===== src/rtl/core/uxl_pkg.sv =====
// Shared types and constants for the buffered serial link with XON/XOFF flow control.
package uxl_pkg;

  localparam int RING_DEPTH = 64;
  localparam int PTR_W      = $clog2(RING_DEPTH);
  localparam int FILL_W     = $clog2(RING_DEPTH + 1);
  localparam int LEVEL_W    = 7;
  localparam int CMP_W      = (FILL_W > LEVEL_W) ? FILL_W : LEVEL_W;

  localparam logic [LEVEL_W-1:0] LEVEL_RESET = 7'd32;

  localparam logic [7:0] CH_XON   = 8'h11;
  localparam logic [7:0] CH_XOFF  = 8'h13;
  localparam logic [7:0] CH_ABORT = 8'h03;
  localparam logic [7:0] CH_LF    = 8'h0A;
  localparam logic [7:0] CH_CR    = 8'h0D;

  typedef enum logic [1:0] {
    FUNC_WRITE = 2'd0,
    FUNC_READ  = 2'd1,
    FUNC_LINE  = 2'd2,
    FUNC_TXRDY = 2'd3
  } func_t;

  // low bit clear means a flow byte is pending
  typedef enum logic [1:0] {
    FLOW_XON_PEND  = 2'd0,
    FLOW_RUN       = 2'd1,
    FLOW_XOFF_PEND = 2'd2,
    FLOW_STOP      = 2'd3
  } flow_t;

  // one tx ring entry; cr marks a newline that goes out as CR then LF
  typedef struct packed {
    logic       cr;
    logic [7:0] b;
  } tx_entry_t;

  function automatic logic [PTR_W-1:0] ptr_inc(input logic [PTR_W-1:0] p);
    ptr_inc = (p == PTR_W'(RING_DEPTH - 1)) ? '0 : p + 1'b1;
  endfunction

endpackage


===== src/rtl/core/uxl_ifs.sv =====
// Event and result channel interfaces for the serial link.
interface uxl_in_if;
  import uxl_pkg::*;
  logic       valid;
  logic       ready;
  logic [1:0] func;
  logic [7:0] data;
  modport source (output valid, output func, output data, input ready);
  modport sink   (input valid, input func, input data, output ready);
endinterface

interface uxl_out_if;
  import uxl_pkg::*;
  logic       valid;
  logic       ready;
  logic       tx_valid;
  logic [7:0] tx_byte;
  logic       rd_valid;
  logic [7:0] rd_byte;
  logic       write_accepted;
  logic       abort_seen;
  logic       rx_dropped;
  modport source (output valid, output tx_valid, output tx_byte, output rd_valid,
                  output rd_byte, output write_accepted, output abort_seen,
                  output rx_dropped, input ready);
  modport sink   (input valid, input tx_valid, input tx_byte, input rd_valid,
                  input rd_byte, input write_accepted, input abort_seen,
                  input rx_dropped, output ready);
endinterface


===== src/rtl/core/uart_xon_xoff_buffered_link_top.sv =====
// Buffered serial link: rx/tx rings, XON/XOFF flow machine, one event per cycle while results are taken.
// Path: an accepted word is held in the input register until the result register is free;
//   it is processed there and its result word is registered in the result register.
// Throughput: one event word per cycle while the result side is ready; the rings use
//   registered head-entry reads that are refetched each cycle, so events never wait on them.
// Reset (rst, synchronous): rings empty, XON pending, tx not paused, transmitter free,
//   xoff_level 32. Ring contents are not cleared.
module uart_xon_xoff_buffered_link_top (
  input  logic                          clk,
  input  logic                          rst,
  input  logic                          cfg_we,
  input  logic [uxl_pkg::LEVEL_W-1:0]   cfg_wdata,
  uxl_in_if.sink                        evt,
  uxl_out_if.source                     res
);
  import uxl_pkg::*;

  logic               s0_valid;
  func_t              s0_func;
  logic [7:0]         s0_data;
  logic               s1_free;
  logic               fire;

  logic [LEVEL_W-1:0] xoff_level;

  logic [7:0]         rx_mem [RING_DEPTH];
  logic [7:0]         rx_q;
  logic [PTR_W-1:0]   rx_head, rx_tail, rx_head_next, rx_tail_next, rx_raddr;
  logic [FILL_W-1:0]  rx_fill, rx_fill_next;
  logic               rx_we;

  tx_entry_t          tx_mem [RING_DEPTH];
  tx_entry_t          tx_q;
  tx_entry_t          tx_wentry;
  logic [PTR_W-1:0]   tx_head, tx_tail, tx_head_next, tx_tail_next, tx_raddr;
  logic [FILL_W-1:0]  tx_fill, tx_fill_next;
  logic [FILL_W-1:0]  tx_cnt, tx_cnt_next;
  logic               tx_half, tx_half_next;
  logic               tx_we;

  flow_t              flow, flow_mid, flow_next;
  logic               tx_paused, tx_paused_next;
  logic               line_idle, line_idle_next;
  logic               send_flow;

  logic               o_tx_valid, o_rd_valid, o_wacc, o_abort, o_drop;
  logic [7:0]         o_tx_byte, o_rd_byte;

  logic               r_tx_valid, r_rd_valid, r_wacc, r_abort, r_drop;
  logic [7:0]         r_tx_byte, r_rd_byte;
  logic               r_valid;

  // handshake: input register and result register
  assign s1_free   = !r_valid || res.ready;
  assign fire      = s0_valid && s1_free;
  assign evt.ready = !s0_valid || s1_free;

  always_ff @(posedge clk) begin
    if (rst) begin
      s0_valid <= 1'b0;
    end else if (evt.valid && evt.ready) begin
      s0_valid <= 1'b1;
    end else if (fire) begin
      s0_valid <= 1'b0;
    end
    if (evt.valid && evt.ready) begin
      s0_func <= func_t'(evt.func);
      s0_data <= evt.data;
    end
  end

  always_ff @(posedge clk) begin
    if (rst) begin
      xoff_level <= LEVEL_RESET;
    end else if (cfg_we) begin
      xoff_level <= cfg_wdata;
    end
  end

  // flow machine next state
  always_comb begin
    logic [FILL_W-1:0] fill_after;
    fill_after = rx_fill + FILL_W'(rx_fill < FILL_W'(RING_DEPTH));
    flow_mid   = flow;
    unique case (s0_func)
      FUNC_READ: begin
        if (flow == FLOW_STOP && rx_fill == FILL_W'(1)) flow_mid = FLOW_XON_PEND;
      end
      FUNC_LINE: begin
        if (s0_data != CH_XOFF && s0_data != CH_XON && flow == FLOW_RUN &&
            CMP_W'(fill_after) >= CMP_W'(xoff_level)) begin
          flow_mid = FLOW_XOFF_PEND;
        end
      end
      FUNC_TXRDY: begin
        if (flow == FLOW_STOP && rx_fill == '0) flow_mid = FLOW_XON_PEND;
      end
      default: begin
      end
    endcase
    send_flow = (line_idle || s0_func == FUNC_TXRDY) && !flow_mid[0];
    flow_next = flow_mid;
    if (send_flow) begin
      unique case (flow_mid)
        FLOW_XON_PEND:  flow_next = FLOW_RUN;
        FLOW_XOFF_PEND: flow_next = FLOW_STOP;
        default:        flow_next = flow_mid;
      endcase
    end
  end

  // datapath and result word
  always_comb begin
    logic [FILL_W-1:0] need;
    logic [FILL_W-1:0] tx_free;
    tx_entry_t         front;
    need           = (s0_data == CH_LF) ? FILL_W'(2) : FILL_W'(1);
    tx_free        = FILL_W'(RING_DEPTH) - tx_fill;
    tx_wentry      = '{cr: (s0_data == CH_LF), b: s0_data};
    rx_head_next   = rx_head;
    rx_tail_next   = rx_tail;
    rx_fill_next   = rx_fill;
    tx_head_next   = tx_head;
    tx_tail_next   = tx_tail;
    tx_fill_next   = tx_fill;
    tx_cnt_next    = tx_cnt;
    tx_half_next   = tx_half;
    tx_paused_next = tx_paused;
    line_idle_next = line_idle;
    rx_we          = 1'b0;
    tx_we          = 1'b0;
    o_tx_valid     = 1'b0;
    o_tx_byte      = '0;
    o_rd_valid     = 1'b0;
    o_rd_byte      = '0;
    o_wacc         = 1'b0;
    o_abort        = 1'b0;
    o_drop         = 1'b0;

    unique case (s0_func)
      FUNC_WRITE: begin
        if (tx_free >= need) begin
          tx_we        = 1'b1;
          tx_tail_next = ptr_inc(tx_tail);
          tx_fill_next = tx_fill + need;
          tx_cnt_next  = tx_cnt + 1'b1;
          o_wacc       = 1'b1;
        end
      end
      FUNC_READ: begin
        if (rx_fill != '0) begin
          o_rd_valid   = 1'b1;
          o_rd_byte    = rx_q;
          rx_head_next = ptr_inc(rx_head);
          rx_fill_next = rx_fill - 1'b1;
        end
      end
      FUNC_LINE: begin
        if (s0_data == CH_XOFF) begin
          tx_paused_next = 1'b1;
        end else if (s0_data == CH_XON) begin
          tx_paused_next = 1'b0;
        end else begin
          o_abort = (s0_data == CH_ABORT);
          if (rx_fill >= FILL_W'(RING_DEPTH)) begin
            o_drop = 1'b1;
          end else begin
            rx_we        = 1'b1;
            rx_tail_next = ptr_inc(rx_tail);
            rx_fill_next = rx_fill + 1'b1;
          end
        end
      end
      FUNC_TXRDY: begin
        line_idle_next = 1'b1;
      end
      default: begin
      end
    endcase

    // one send attempt; flow byte wins over data
    front = (tx_cnt == '0) ? tx_wentry : tx_q;
    if (line_idle_next) begin
      if (send_flow) begin
        o_tx_valid     = 1'b1;
        o_tx_byte      = (flow_mid == FLOW_XON_PEND) ? CH_XON : CH_XOFF;
        line_idle_next = 1'b0;
      end else if (!tx_paused_next && tx_fill_next != '0) begin
        o_tx_valid     = 1'b1;
        line_idle_next = 1'b0;
        tx_fill_next   = tx_fill_next - 1'b1;
        if (front.cr && !tx_half) begin
          o_tx_byte    = CH_CR;
          tx_half_next = 1'b1;
        end else begin
          o_tx_byte    = front.b;
          tx_half_next = 1'b0;
          tx_head_next = ptr_inc(tx_head);
          tx_cnt_next  = tx_cnt_next - 1'b1;
        end
      end
    end
  end

  always_ff @(posedge clk) begin
    if (rst) begin
      rx_head   <= '0;
      rx_tail   <= '0;
      rx_fill   <= '0;
      tx_head   <= '0;
      tx_tail   <= '0;
      tx_fill   <= '0;
      tx_cnt    <= '0;
      tx_half   <= 1'b0;
      flow      <= FLOW_XON_PEND;
      tx_paused <= 1'b0;
      line_idle <= 1'b1;
    end else if (fire) begin
      rx_head   <= rx_head_next;
      rx_tail   <= rx_tail_next;
      rx_fill   <= rx_fill_next;
      tx_head   <= tx_head_next;
      tx_tail   <= tx_tail_next;
      tx_fill   <= tx_fill_next;
      tx_cnt    <= tx_cnt_next;
      tx_half   <= tx_half_next;
      flow      <= flow_next;
      tx_paused <= tx_paused_next;
      line_idle <= line_idle_next;
    end
  end

  // rings: head entry is refetched every cycle, with write bypass
  assign rx_raddr = fire ? rx_head_next : rx_head;
  assign tx_raddr = fire ? tx_head_next : tx_head;

  always_ff @(posedge clk) begin
    if (fire && rx_we) begin
      rx_mem[rx_tail] <= s0_data;
    end
    if (fire && rx_we && rx_tail == rx_raddr) begin
      rx_q <= s0_data;
    end else begin
      rx_q <= rx_mem[rx_raddr];
    end
  end

  always_ff @(posedge clk) begin
    if (fire && tx_we) begin
      tx_mem[tx_tail] <= tx_wentry;
    end
    if (fire && tx_we && tx_tail == tx_raddr) begin
      tx_q <= tx_wentry;
    end else begin
      tx_q <= tx_mem[tx_raddr];
    end
  end

  // result register
  always_ff @(posedge clk) begin
    if (rst) begin
      r_valid <= 1'b0;
    end else if (fire) begin
      r_valid <= 1'b1;
    end else if (res.ready) begin
      r_valid <= 1'b0;
    end
    if (fire) begin
      r_tx_valid <= o_tx_valid;
      r_tx_byte  <= o_tx_byte;
      r_rd_valid <= o_rd_valid;
      r_rd_byte  <= o_rd_byte;
      r_wacc     <= o_wacc;
      r_abort    <= o_abort;
      r_drop     <= o_drop;
    end
  end

  assign res.valid          = r_valid;
  assign res.tx_valid       = r_tx_valid;
  assign res.tx_byte        = r_tx_byte;
  assign res.rd_valid       = r_rd_valid;
  assign res.rd_byte        = r_rd_byte;
  assign res.write_accepted = r_wacc;
  assign res.abort_seen     = r_abort;
  assign res.rx_dropped     = r_drop;

  a_rx_fill_bound: assert property (@(posedge clk) disable iff (rst)
    rx_fill <= FILL_W'(RING_DEPTH))
    else $error("rx fill above ring depth");

  a_tx_entries_le_bytes: assert property (@(posedge clk) disable iff (rst)
    tx_cnt <= tx_fill)
    else $error("tx entry count exceeds byte count");

  a_half_needs_entry: assert property (@(posedge clk) disable iff (rst)
    tx_half |-> (tx_cnt != '0))
    else $error("tx half-sent flag with empty entry ring");

  a_rx_empty_ptrs: assert property (@(posedge clk) disable iff (rst)
    (rx_fill == '0) |-> (rx_head == rx_tail))
    else $error("rx pointers differ on empty ring");

  a_send_busy: assert property (@(posedge clk) disable iff (rst)
    (fire && o_tx_valid) |=> !line_idle)
    else $error("transmitter still idle after a send");

endmodule


===== src/flat_wrapper.sv =====
// flat-port wrapper written by rule: the top's interface ports become plain ports
module uart_xon_xoff_buffered_link_top_flat import uxl_pkg::*;
  (clk, rst, cfg_we, cfg_wdata, evt_valid, evt_func, evt_data, evt_ready, res_valid, res_tx_valid, res_tx_byte, res_rd_valid, res_rd_byte, res_write_accepted, res_abort_seen, res_rx_dropped, res_ready);
  uxl_in_if evt_i ();
  uxl_out_if res_i ();
  input  logic clk;
  input  logic rst;
  input  logic cfg_we;
  input  logic [uxl_pkg::LEVEL_W-1:0] cfg_wdata;
  input wire logic [$bits(evt_i.valid)-1:0] evt_valid;
  input wire logic [$bits(evt_i.func)-1:0] evt_func;
  input wire logic [$bits(evt_i.data)-1:0] evt_data;
  output wire logic [$bits(evt_i.ready)-1:0] evt_ready;
  output wire logic [$bits(res_i.valid)-1:0] res_valid;
  output wire logic [$bits(res_i.tx_valid)-1:0] res_tx_valid;
  output wire logic [$bits(res_i.tx_byte)-1:0] res_tx_byte;
  output wire logic [$bits(res_i.rd_valid)-1:0] res_rd_valid;
  output wire logic [$bits(res_i.rd_byte)-1:0] res_rd_byte;
  output wire logic [$bits(res_i.write_accepted)-1:0] res_write_accepted;
  output wire logic [$bits(res_i.abort_seen)-1:0] res_abort_seen;
  output wire logic [$bits(res_i.rx_dropped)-1:0] res_rx_dropped;
  input wire logic [$bits(res_i.ready)-1:0] res_ready;
  assign evt_i.valid = evt_valid;
  assign evt_i.func = evt_func;
  assign evt_i.data = evt_data;
  assign evt_ready = evt_i.ready;
  assign res_valid = res_i.valid;
  assign res_tx_valid = res_i.tx_valid;
  assign res_tx_byte = res_i.tx_byte;
  assign res_rd_valid = res_i.rd_valid;
  assign res_rd_byte = res_i.rd_byte;
  assign res_write_accepted = res_i.write_accepted;
  assign res_abort_seen = res_i.abort_seen;
  assign res_rx_dropped = res_i.rx_dropped;
  assign res_i.ready = res_ready;
  uart_xon_xoff_buffered_link_top u_core (.clk(clk), .rst(rst), .cfg_we(cfg_we), .cfg_wdata(cfg_wdata), .evt(evt_i), .res(res_i));
endmodule

===== config.mk =====
export PLATFORM = sky130hd
export DESIGN_NAME = uart_xon_xoff_buffered_link_top_flat
export DESIGN_NICKNAME = d
export VERILOG_FILES = /design/src/rtl/core/uxl_pkg.sv /design/src/rtl/core/uxl_ifs.sv /design/src/rtl/core/uart_xon_xoff_buffered_link_top.sv /design/src/flat_wrapper.sv
export SDC_FILE = /design/constraint.sdc
export NUM_CORES = 1
export LEC_CHECK = 0
export BUFFER_PORTS_ARGS = -buffer_cell sky130_fd_sc_hd__buf_2
export CAP_MARGIN = 30
export CORE_MARGIN = 3
export CORE_UTILIZATION = 40
export CTS_BUF_LIST = sky130_fd_sc_hd__clkbuf_16
export DETAILED_ROUTE_END_ITERATION = 10
export SLEW_MARGIN = 20
export SYNTH_ARGS = -nofsm -noshare
export SYNTH_HDL_FRONTEND = slang
export SYNTH_SLANG_ARGS = --single-unit

===== constraint.sdc =====
create_clock -name clk -period 6.79 [get_ports clk]
set_clock_uncertainty 0.15 [all_clocks]
set_input_delay 1.0185 -clock clk [delete_from_list [all_inputs] [get_ports clk]]
set_output_delay 1.0185 -clock clk [all_outputs]
set_load 0.005 [all_outputs]

==> report_table.html <==
<table>
<tr><th>Metric</th><th>Value</th></tr>
<tr><th colspan="2">Outcome</th></tr>
<tr><td>Status</td><td>complete, no violations</td></tr>
<tr><th colspan="2">Worst setup path</th></tr>
<tr><td>Critical Path Start Type</td><td>flop</td></tr>
<tr><td>Required time of the critical path</td><td>7230 ps</td></tr>
<tr><td>R2r startpoint</td><td>u_core.s0_data[7]</td></tr>
<tr><td>Largest incremental delay on the critical path</td><td>670 ps</td></tr>
<tr><td>Crit Path Max Fanout</td><td>19</td></tr>
<tr><td>Worst-case register-to-register setup slack</td><td>1800 ps</td></tr>
<tr><td>Worst Setup SP</td><td>u_core.s0_data[7]</td></tr>
<tr><td>Slowest cell on the critical path</td><td>or4_1</td></tr>
<tr><td>Worst Setup End Kind</td><td>flop</td></tr>
<tr><td>Critical path class</td><td>reg2reg</td></tr>
<tr><td>Cells along the critical path</td><td>or4_1 -&gt; or2_2 -&gt; ha_1 -&gt; nand2b_1 -&gt; a211oi_2 -&gt; a31oi_2 -&gt; buf_4 -&gt; o21ai_0 -&gt; ha_1 -&gt; a41oi_2 -&gt; and2_1 -&gt; a2111oi_0 -&gt; o21ai_0 -&gt; o31ai_1</td></tr>
<tr><td>Terminus of the critical flop-to-flop path</td><td>u_core.tx_fill[3]</td></tr>
<tr><td>Reg2Reg Depth</td><td>14</td></tr>
<tr><td>Worst Setup EP</td><td>u_core.tx_fill[3]</td></tr>
<tr><td>Data arrival time of the critical path</td><td>5420 ps</td></tr>
<tr><th colspan="2">Logic synthesis</th></tr>
<tr><td>Share of synthesized registers carrying an async set or reset</td><td>0</td></tr>
<tr><td>Mean Syn Cell Area</td><td>20.20 um2</td></tr>
<tr><td>Post-synth top area share</td><td>0.7096</td></tr>
<tr><td>Post-synthesis cell type with the largest combined area</td><td>edfxtp_1</td></tr>
<tr><td>Synthesized-area fraction occupied by and/or/nand/nor cells</td><td>0.04471</td></tr>
<tr><td>Post-synthesis sequential element count</td><td>1190</td></tr>
<tr><td>Mux share of post-synthesis cell area</td><td>0.1707</td></tr>
<tr><td>Adder-Cell Fraction of Synth Area</td><td>0.008878</td></tr>
<tr><td>Cell variety after synth</td><td>75</td></tr>
<tr><td>Post-synth EDFFs</td><td>1119</td></tr>
<tr><td>Cell area after synthesis</td><td>0.04735 mm2</td></tr>
<tr><td>Sequential-to-total area share from yosys stat</td><td>0.7396</td></tr>
<tr><td>Top post-synthesis cells by area</td><td>edfxtp_1, mux4_2, dfxtp_1, nor2_1, ha_1</td></tr>
<tr><td>Cells after synthesis</td><td>2344</td></tr>
<tr><td>Yosys warnings</td><td>0</td></tr>
<tr><td>Syn Nets</td><td>2399</td></tr>
<tr><td>Area share of xor/xnor cells in the synthesized design</td><td>0.007029</td></tr>
<tr><td>Compound-Gate Fraction of Synth Area</td><td>0.01644</td></tr>
<tr><td>Top_reg_cell synth</td><td>edfxtp_1</td></tr>
<tr><td>Combinational family with the most area after synthesis</td><td>multiplexers</td></tr>
<tr><th colspan="2">Cells and area</th></tr>
<tr><td>Count of non-filler cells in the finished layout</td><td>4047</td></tr>
<tr><td>Post-layout nets</td><td>2481</td></tr>
<tr><td>Number of fill cells</td><td>9682</td></tr>
<tr><td>Share of final-layout standard cells stronger than drive strength 1</td><td>0.2486</td></tr>
<tr><td>Area grow syn2layout</td><td>12.36%</td></tr>
<tr><td>Post-Route Utilization</td><td>0.4554</td></tr>
<tr><th colspan="2">Detailed routing</th></tr>
<tr><td>Total via count in the routed design</td><td>22990</td></tr>
<tr><td>Remaining routing DRC violations</td><td>0</td></tr>
<tr><td>Total wire length</td><td>110.4 mm</td></tr>
<tr><td>Vias/cell</td><td>5.680</td></tr>
<tr><td>Detailed router's first-iteration violation count</td><td>2363</td></tr>
<tr><td>First-pass iteration count of the detailed router</td><td>5</td></tr>
<tr><td>Remaining number of nets flagged by the antenna check after routing</td><td>0</td></tr>
<tr><td>Detailed-route wire length per cell</td><td>27.28 um</td></tr>
<tr><th colspan="2">GRT</th></tr>
<tr><td>Antenna violations before repair</td><td>1</td></tr>
<tr><td>Vias in the first global route</td><td>23400</td></tr>
<tr><td>Maximum number of pins on one net before global-route repair</td><td>129</td></tr>
<tr><td>Sum of overflow across all layers after global routing</td><td>0</td></tr>
<tr><td>Gr usage total</td><td>0.1795</td></tr>
<tr><td>Global-route wire length before repair</td><td>162.9 mm</td></tr>
<tr><th colspan="2">Clock tree</th></tr>
<tr><td>CTS sink count</td><td>1190</td></tr>
<tr><td>Post-CTS setup buffers</td><td>0</td></tr>
<tr><td>Clock-pin slew on the worst setup and hold paths</td><td>60 ps</td></tr>
<tr><td>Num CTS Buffers</td><td>115</td></tr>
<tr><td>Clock tree from TritonCTS</td><td>built</td></tr>
<tr><td>Count of hold buffers inserted by post-cts repair</td><td>0</td></tr>
<tr><td>Clock tree buffer depth</td><td>3</td></tr>
<tr><td>Latest clock arrival within the worst-skew pair</td><td>680 ps</td></tr>
<tr><td>Count of H-tree levels built during CTS</td><td>3</td></tr>
<tr><td>Buffer type at the clock tree root</td><td>clkbuf_16</td></tr>
<tr><td>Number of gates resized after cts</td><td>0</td></tr>
<tr><th colspan="2">Power</th></tr>
<tr><td>Total power</td><td>14.83 mW</td></tr>
<tr><td>Worst IR Drop VDD</td><td>0.2322 mV</td></tr>
<tr><td>Total leakage power</td><td>16.15 nW</td></tr>
<tr><td>Pwr Density</td><td>278.6 mW/mm2</td></tr>
<tr><th colspan="2">Timing</th></tr>
<tr><td>Final Cycle Share</td><td>0.7345</td></tr>
<tr><td>Summed negative setup slack over all endpoints</td><td>0 ps</td></tr>
<tr><td>Minimum clock period</td><td>4987 ps</td></tr>
<tr><td>Unrepaired setup endpoints after global routing</td><td>no</td></tr>
<tr><td>Final worst-path setup slack</td><td>1803 ps</td></tr>
<tr><td>Max-slew violation total from the final report</td><td>0</td></tr>
<tr><td>Slew Limit Headroom</td><td>0.3546</td></tr>
<tr><td>Final hold violations</td><td>0</td></tr>
<tr><td>Tightest Pin Transition</td><td>964.5 ps</td></tr>
<tr><td>Peak clock frequency supported by timing</td><td>200.5 MHz</td></tr>
<tr><td>Total setup violations reported at the end of the flow</td><td>0</td></tr>
<tr><th colspan="2">Placed design</th></tr>
<tr><td>Detailed placer's ending HPWL</td><td>68.35 mm</td></tr>
<tr><td>DP Cell Count</td><td>3828</td></tr>
<tr><td>Count of buffers from port buffering</td><td>44</td></tr>
<tr><td>Worst slack at placement</td><td>1877 ps</td></tr>
<tr><td>Routability congestion estimate from global placement</td><td>0.8425</td></tr>
<tr><th colspan="2">Die</th></tr>
<tr><td>X dimension of the die</td><td>350.1 um</td></tr>
<tr><td>Die footprint</td><td>0.1225 mm2</td></tr>
<tr><td>Placement row count</td><td>125</td></tr>
<tr><td>Initial Utilization</td><td>0.4053</td></tr>
<tr><td>Vertical die dimension</td><td>350.1 um</td></tr>
<tr><td>Core footprint</td><td>0.1168 mm2</td></tr>
<tr><td>Top-level port count</td><td>45</td></tr>
<tr><th colspan="2">Flow run</th></tr>
<tr><td>Max-cap violations</td><td>0</td></tr>
<tr><th colspan="2">Hold path</th></tr>
<tr><td>Hold Path Class</td><td>reg2reg</td></tr>
</table>
==> routing by layer <==
metal	GRT usage	vias up	wire [um]
met5	0	-	0
met4	0.04567	0	2450
met3	0.02649	147	6678
met2	0.2977	812	55180
met1	0.2507	12230	46110
li1	-	9793	-
==> critical path, delay by kind of cell (launching register included) <==
family | cells | cell delay (ps)
AO/OA/AOI/OAI | 7 | 2070
AND/OR/NAND/NOR | 4 | 1520
adder cells (fa/ha/maj) | 2 | 530
flip-flops | 1 | 370
buffers and inverters | 1 | 260
==> power by group <==
group          internal, mW  switching (mW)
clock                  3.64            2.66
sequential             8.03          0.0291
combinational         0.161           0.303
==> area by class of cell <==
class	count	area [um2]	share of cell area
timing repair buffer	88	693.2	0.01303
antenna	1	2.502	0.00004703
inverter	28	105.1	0.001975
multi-input combinational	1003	11740	0.2206
sequential	1190	35040	0.6587
clock inverter	98	838.3	0.01576
tap	1524	1907	0.03584
clock buffer	115	2878	0.05409
==> state kept, by name (all words and copies together) (netlist names), 2 cells and up, named ones only <==
| register | count |
|---|---|
| u_core.rx_tail | 6 |
| u_core.tx_cnt | 7 |
| u_core.tx_fill | 7 |
| u_core.res.rd_byte | 8 |
| u_core.res.tx_byte | 8 |
| u_core.rx_head | 6 |
| u_core.tx_mem | 576 |
| u_core.s0_func | 2 |
| u_core.s0_data | 8 |
| u_core.rx_mem | 512 |
| u_core.xoff_level | 7 |
| u_core.flow | 2 |
| u_core.tx_tail | 6 |
| u_core.tx_head | 6 |
| u_core.rx_fill | 7 |
==> cells in the final DEF (no fill, tap or decap), types with 11 or more instances in the layout <==
cell	instances
edfxtp_1	1119
mux4_2	340
nor2_1	194
clkbuf_16	115
nand2_1	80
dfxtp_1	64
inv_1	57
buf_2	45
mux2i_1	38
buf_4	34
nand3_1	33
ha_1	32
a21oi_1	29
xnor2_1	22
clkinv_2	22
clkinv_1	19
and2_1	18
and3_1	18
o21ai_0	16
xor2_1	16
bufinv_16	15
nor3_1	14
nand4_1	11
==> logic make-up (layout without fill, tap and decap cells) <==
logic type,count (synthesis),count (layout)
simple gates,441,441
flops,1190,1190
fa+ha+maj,33,33
compound gates,109,109
other cells,0,1
mux,382,382
buf+inv,151,329
xor+xnor,38,38
==> stage by stage <==
step / area (um2) / hold slack, ps
after global placement: 49310 / 327.1
after detailed placement: 49360 / 336.1
after global routing: 53200 / 344.7
after CTS: 53070 / 329.0
final: 53210 / 336.5
after floorplan: 47350 / 288.1
==> synthesized netlist by cell type (all sizes together), types with 4 or more instances <==
| cell type | count |
|---|---|
| or3b | 5 |
| edfxtp | 1119 |
| and4 | 5 |
| a211oi | 8 |
| mux4 | 340 |
| mux2 | 4 |
| xnor2 | 22 |
| or3 | 7 |
| nor2 | 195 |
| xor2 | 16 |
| o211ai | 4 |
| or4 | 6 |
| inv | 28 |
| nand3 | 33 |
| nand4 | 11 |
| and2 | 20 |
| nand2b | 8 |
| a21oi | 30 |
| ha | 32 |
| nor2b | 10 |
| clkbuf | 73 |
| a31oi | 7 |
| nor3 | 15 |
| dfxtp | 71 |
| o31ai | 7 |
| mux2i | 38 |
| o21a | 4 |
| nand3b | 8 |
| o21ai | 17 |
| nor4 | 5 |
| buf | 50 |
| or2 | 4 |
| nand2 | 80 |
| and3 | 18 |
==> worst min-delay path by stage <==
stage | start | to | slack, ps | cells after the start
6_report | u_core.rx_head[4] | flop | 340 | 1
5_1_grt | evt_func[1] | u_core.s0_func[1] | 340 | 1
4_1_cts | evt_func[1] | u_core.s0_func[1] | 330 | 1
3_5_place_dp | u_core.xoff_level[4] | u_core.xoff_level[4] | 340 | 2
3_3_place_gp | u_core.tx_head[5] | flop | 330 | 1
2_1_floorplan | u_core.rx_head[5] | flop | 290 | 1
(Power assumes the default switching activity.)
